==> config.mk <==
export PLATFORM = sky130hd
export DESIGN_NAME = sorted_list_insert_delete
export DESIGN_NICKNAME = d
export VERILOG_FILES = /design/src/rtl/sli_pkg.sv /design/src/rtl/sorted_list_insert_delete.sv /design/src/rtl/sli_cell.sv
export SDC_FILE = /design/constraint.sdc
export NUM_CORES = 2
export LEC_CHECK = 0
export CORE_MARGIN = 1
export CORE_UTILIZATION = 59
export CTS_CLUSTER_DIAMETER = 150
export DETAILED_ROUTE_END_ITERATION = 7
export DONT_BUFFER_PORTS = 1
export HOLD_SLACK_MARGIN = 0.12
export PLACE_DENSITY = 0.78
export SETUP_SLACK_MARGIN = 0.3
export SKIP_LAST_GASP = 1
export SLEW_MARGIN = 20
export SYNTH_ARGS = -nofsm -noshare
export SYNTH_HDL_FRONTEND = slang
export SYNTH_HIERARCHICAL = 1
export SYNTH_SLANG_ARGS = --single-unit
==> constraint.sdc <==
create_clock -name clk -period 5.2 [get_ports clk]
set_input_delay 1.3 -clock clk [delete_from_list [all_inputs] [get_ports clk]]
set_output_delay 1.3 -clock clk [all_outputs]
set_load 0.02 [all_outputs]
==> src/rtl/sli_pkg.sv <==
package sli_pkg;

	// Request beat: operation and signed value.
	typedef struct packed {
		logic               req_type;
		logic signed [31:0] value;
	} sli_req_t;

	// Result beat: status code and entry count after the request.
	typedef struct packed {
		logic [1:0] status;
		logic [4:0] entry_count;
	} sli_rsp_t;

	// Request type codes.
	localparam logic REQ_INSERT = 1'b0;
	localparam logic REQ_DELETE = 1'b1;

	// Status codes.
	typedef enum logic [1:0] {
		ST_INSERTED  = 2'd0,
		ST_DELETED   = 2'd1,
		ST_NOT_FOUND = 2'd2,
		ST_FULL      = 2'd3
	} sli_status_t;

	// Command broadcast to every cell of the row.
	typedef struct packed {
		logic signed [31:0] key;
		logic               ins_en;
		logic               del_en;
	} sli_cmd_t;

endpackage

==> src/rtl/sorted_list_insert_delete.sv <==
// A request is registered into req_s1 and pending_q; the result beat then
// strobes on done from done_q. No request is taken while busy; busy is
// high for the cycle in which the cell row compares and shifts.
// The receiver cannot stall; each result is shown for one cycle only.
// Reset clears the entry count and control state; entries are not cleared.
module sorted_list_insert_delete
	import sli_pkg::*;
#(
	parameter int CAPACITY = 16
)(
	input  logic     clk,
	input  logic     arst_n,
	input  logic     start,
	output logic     busy,
	input  sli_req_t req,
	output logic     done,
	output sli_rsp_t rsp
);

	localparam int CW = $clog2(CAPACITY + 1);
	localparam logic [CW-1:0] CAP_CW = CW'(CAPACITY);

	logic              pending_q;
	sli_req_t          req_s1;
	logic [CW-1:0]     count_q;
	logic              done_q;
	sli_rsp_t          rsp_q;

	logic signed [31:0] entry_w [CAPACITY];
	logic [CAPACITY-1:0] lt_w;
	logic [CAPACITY-1:0] eq_w;
	logic [CAPACITY-1:0] hit_w;
	logic                full;
	logic                found;
	sli_cmd_t            cmd;
	logic [CW-1:0]       count_next;
	sli_status_t         status_next;
	logic [CW+4:0]       count_ext;

	assign busy = pending_q;

	// Request capture.
	always_ff @(posedge clk or negedge arst_n) begin
		if (!arst_n) begin
			pending_q <= 1'b0;
		end else begin
			pending_q <= start && !pending_q;
		end
	end

	always_ff @(posedge clk) begin
		if (start && !pending_q) begin
			req_s1 <= req;
		end
	end

	// Row of cells; the first cell sees the key on its left.
	for (genvar i = 0; i < CAPACITY; i++) begin : g_cell
		localparam logic [CW-1:0] IDX = CW'(i);
		logic signed [31:0] left_e;
		logic               left_l;
		logic signed [31:0] right_e;

		if (i == 0) begin : g_first
			assign left_e = req_s1.value;
			assign left_l = 1'b1;
		end else begin : g_mid
			assign left_e = entry_w[i-1];
			assign left_l = lt_w[i-1];
		end
		if (i == CAPACITY - 1) begin : g_last
			assign right_e = entry_w[i];
		end else begin : g_inner
			assign right_e = entry_w[i+1];
		end

		sli_cell u_cell (
			.clk         (clk),
			.cmd         (cmd),
			.valid       (IDX < count_q),
			.left_entry  (left_e),
			.left_lt     (left_l),
			.right_entry (right_e),
			.entry       (entry_w[i]),
			.lt          (lt_w[i]),
			.eq          (eq_w[i])
		);

		// The first cell not below the key holds the match, if any.
		assign hit_w[i] = eq_w[i] && left_l;
	end

	// Decide the operation and the new count.
	assign full  = (count_q == CAP_CW);
	assign found = |hit_w;

	always_comb begin
		cmd.key     = req_s1.value;
		cmd.ins_en  = 1'b0;
		cmd.del_en  = 1'b0;
		count_next  = count_q;
		status_next = ST_INSERTED;
		if (req_s1.req_type == REQ_INSERT) begin
			if (full) begin
				status_next = ST_FULL;
			end else begin
				cmd.ins_en  = pending_q;
				count_next  = count_q + CW'(1);
				status_next = ST_INSERTED;
			end
		end else begin
			if (found) begin
				cmd.del_en  = pending_q;
				count_next  = count_q - CW'(1);
				status_next = ST_DELETED;
			end else begin
				status_next = ST_NOT_FOUND;
			end
		end
	end

	assign count_ext = {5'd0, count_next};

	// Count and result registers.
	always_ff @(posedge clk or negedge arst_n) begin
		if (!arst_n) begin
			count_q <= '0;
			done_q  <= 1'b0;
		end else begin
			done_q <= pending_q;
			if (pending_q) begin
				count_q <= count_next;
			end
		end
	end

	always_ff @(posedge clk) begin
		if (pending_q) begin
			rsp_q.status      <= status_next;
			rsp_q.entry_count <= count_ext[4:0];
		end
	end

	assign done = done_q;
	assign rsp  = rsp_q;

endmodule

==> src/rtl/sli_cell.sv <==
module sli_cell
	import sli_pkg::*;
(
	input  logic               clk,
	input  sli_cmd_t           cmd,
	input  logic               valid,
	input  logic signed [31:0] left_entry,
	input  logic               left_lt,
	input  logic signed [31:0] right_entry,
	output logic signed [31:0] entry,
	output logic               lt,
	output logic               eq
);

	logic signed [31:0] entry_q;

	// Local compare against the broadcast key.
	assign lt    = valid && (entry_q < cmd.key);
	assign eq    = valid && (entry_q == cmd.key);
	assign entry = entry_q;

	// Cells at or above the insert point take the key or shift up;
	// on a delete they shift down from the right neighbor.
	always_ff @(posedge clk) begin
		if (cmd.ins_en && !lt) begin
			entry_q <= left_lt ? cmd.key : left_entry;
		end else if (cmd.del_en && !lt) begin
			entry_q <= right_entry;
		end
	end

endmodule
==> metrics.cfg <==
[run_status]
outcome = finished, final reports clean

[sta]
slew_viol_final = 0
min_period_ns = 4.66
min_period_over_period_pct = 89.6
fin_tns_setup_ns = 0
max_freq_mhz = 215
finalHoldViolCount = 0
setup_viol = 0
setup_ws_ns = 0.541
skew_ns = 0.0219
slew_headroom_pct = 36.3
rsz0062_at_grt = no
tightest_slew_ns = 0.956

[logic_synthesis]
synth_edf_count = 552
syn_avg_cell_area_um2 = 11.5
ys_ff_latch = 559
synth_top_area_share_pct = 38.2
postSynth.asyncResetShare_pct = 1.25
synthTopCellsByArea = edfxtp_1, mux2_2, ha_1, inv_1, a21oi_1
synth_nets = 4330
netlist-cell-type-count = 47
synth.most_common_cell = mux2_2
synth_top_cell_by_area = edfxtp_1
syn_inst = 3778
yosys-top-cells-count = mux2_2, edfxtp_1, inv_1, ha_1, a21oi_1
synth_ff_type = edfxtp_1
netlist_area_um2 = 43400
synth_warnings = 6
yosysSeqAreaShare_pct = 38.6

[layout]
finish.net_count = 4399
ff_latch_area_um2 = 16800
final_cells = 4858
drive_gt1_share_pct = 33.6
nFillCells = 5453
fin_util_pct = 65.0
multiInputGateArea_um2 = 24100
area_growth_pct = 9.07
antenna_cells = 0

[place]
portBuffers = 0
placed_cells_incl_taps = 4737
dpl.hpwl_mm = 76.2
post-place-ws_ns = 0.433
place.gp.congestion = 0.891

[detailed_routing]
wirelength_mm = 97.5
highest_layer = met5
routed_via_density = 5.93
firstDrtPassIters = 6
wl_per_cell_um = 20.1
wl_met1_mm = 42.5
vias = 28800
met3WireLength_mm = 4.11
antenna_left = 0
dr_wl_met2_mm = 48.3
drtIter0Drc = 1743
drc = 0

[power]
ir_drop_v = 0.000308
power_density_nw_per_um2 = 276
leakage_nw = 19.7

[worst_setup_path]
critPathMaxStageDelay_ns = 0.69
critPathTopFamily = simple AND/OR/NAND/NOR gates
worstSetupPathType = reg2reg
cp.buffers_inverters = 3
crit_path_frequent_cell = nand4_1
worstSetupStartpointType = flip-flop
cp-end-kind = flip-flop
crit_path_cell_trace = buf_4, inv_1, ha_1, nand4_1, nor4_1, a221o_1, nand3b_1, o21ai_4, a22oi_1, nand4_1, or3_4, and3_2, nor2_1, nor2_2, buf_12
worstPathArrival_ns = 5.00
slowest_stage = nor2_2
critPathMaxFanout = 33
cp.required_ns = 5.54

[global_routing]
grt.total_usage_pct = 26.2
antenna_found_initial = 2
gr-total-overflow = 0
grt_first_pass_wirelength_mm = 157
grt_start_max_net_pins = 34
first_global_vias = 29600

[clock_tree]
cts-root-buf = clkbuf_16
ctsHoldBuffers = 0
htree_levels = 2
clock_sinks = 559
clock_latency_ns = 0.64
clk_pin_slew_ns = 0.06
cts_tree = done
cts_buffers = 61
cts_max_path_buffers = 3

[floorplanning]
initial_utilization_pct = 59.6
rows = 99
die_h_um = 273
pin_count = 45
die_w_um = 273
dieArea_um2 = 74700
core_area_um2 = 72800

[flow_run]
maxCapViolCount = 0

[hold_path]
hold_path_class = in2async

## cell type report
cell class	instances	share of cell area, %
inverters	536	4.25
clock inverters	37	0.573
multi-input cells	2561	50.8
flip-flops and latches	559	35.4
well taps	959	2.53
repair buffers	128	2.95
clock buffers	78	3.51
## cell families (layout without fill, tap and decap cells)
family	after synthesis	in the layout	share of synthesized area (%)
muxes	1026	1026	26.6
buffers and inverters	658	779	6.54
DFF	559	559	38.6
and+or+nand+nor	529	529	6.07
adders and majority gates	516	516	14.9
AOI/OAI and AO/OA	485	485	7.24
xor gates and xnor gates	4	4	0.0807
other	1	1	0.00864
## report_power, final
part	switching [W]	leakage, nW	total (W)	internal (W)
combinational	0.00168	13.6	0.00329	0.00161
sequential	0.000235	5.15	0.00554	0.00531
clock	0.00181	0.957	0.00424	0.00244
## stage by stage
| stage | instance area, µm² | power [W] | hold WS [ns] |
|---|---|---|---|
| floorplan | 43400 | 0.00804 | 0.560 |
| global placement | 45300 | 0.00876 | 0.582 |
| detailed placement | 45300 | 0.00887 | 0.595 |
| CTS | 47200 | 0.0131 | 0.310 |
| global route | 47400 | 0.0136 | 0.323 |
| finish | 47400 | 0.0131 | 0.349 |
## cell usage in the layout (no fill, tap or decap), types with 18 or more instances in the layout
cell type and instances:
buf_12 32, mux2_2 993, nand2_1 192, nand3_1 33
nand4_1 84, nor2_1 90, mux2_1 32, nor4_1 32
ha_1 516, buf_4 91, inv_1 536, clkbuf_16 63
o21ai_0 91, o211ai_1 18, edfxtp_1 552, a22oi_1 22
a21oi_1 247
## what timing repair did
action | CTS | global route
endpoints found under the setup margin | 0 | 454
setup buffers | 0 | 3
resized for setup | 0 | 6
## registers in the layout, summed over array words and instances, names as in the netlist
register             count
count_q                  5
busy                     1
rsp                      7
g_cell.left_e           32
done                     1
req_s1                   1
g_cell.u_cell/entry    512
## layer usage
metal / vias to the layer above / track usage [%]
met5: - / 0
met4: 2 / 7.47
met3: 166 / 2.97
met2: 664 / 46.2
met1: 13900 / 33.7
li1: 14000 / -
## path summary, 6_finish.rpt
check                                               to                   startpoint  slack [ns]  depth (start not counted)
setup / recovery             g_cell[6].u_cell/entry[7]         g_cell[0].left_e[30]        0.54                         15
hold / removal                              count_q[4]                       arst_n        0.35                          0
setup reg to reg             g_cell[6].u_cell/entry[7]         g_cell[0].left_e[30]        0.54                         15
hold reg to reg            g_cell[13].u_cell/entry[24]  g_cell[14].u_cell/entry[24]        0.61                          1
max in group asynchronous                         done                       arst_n        4.78                          0
min in group clk           g_cell[13].u_cell/entry[24]  g_cell[14].u_cell/entry[24]        0.61                          1
No activity file was read; power rests on OpenSTA's default activity.
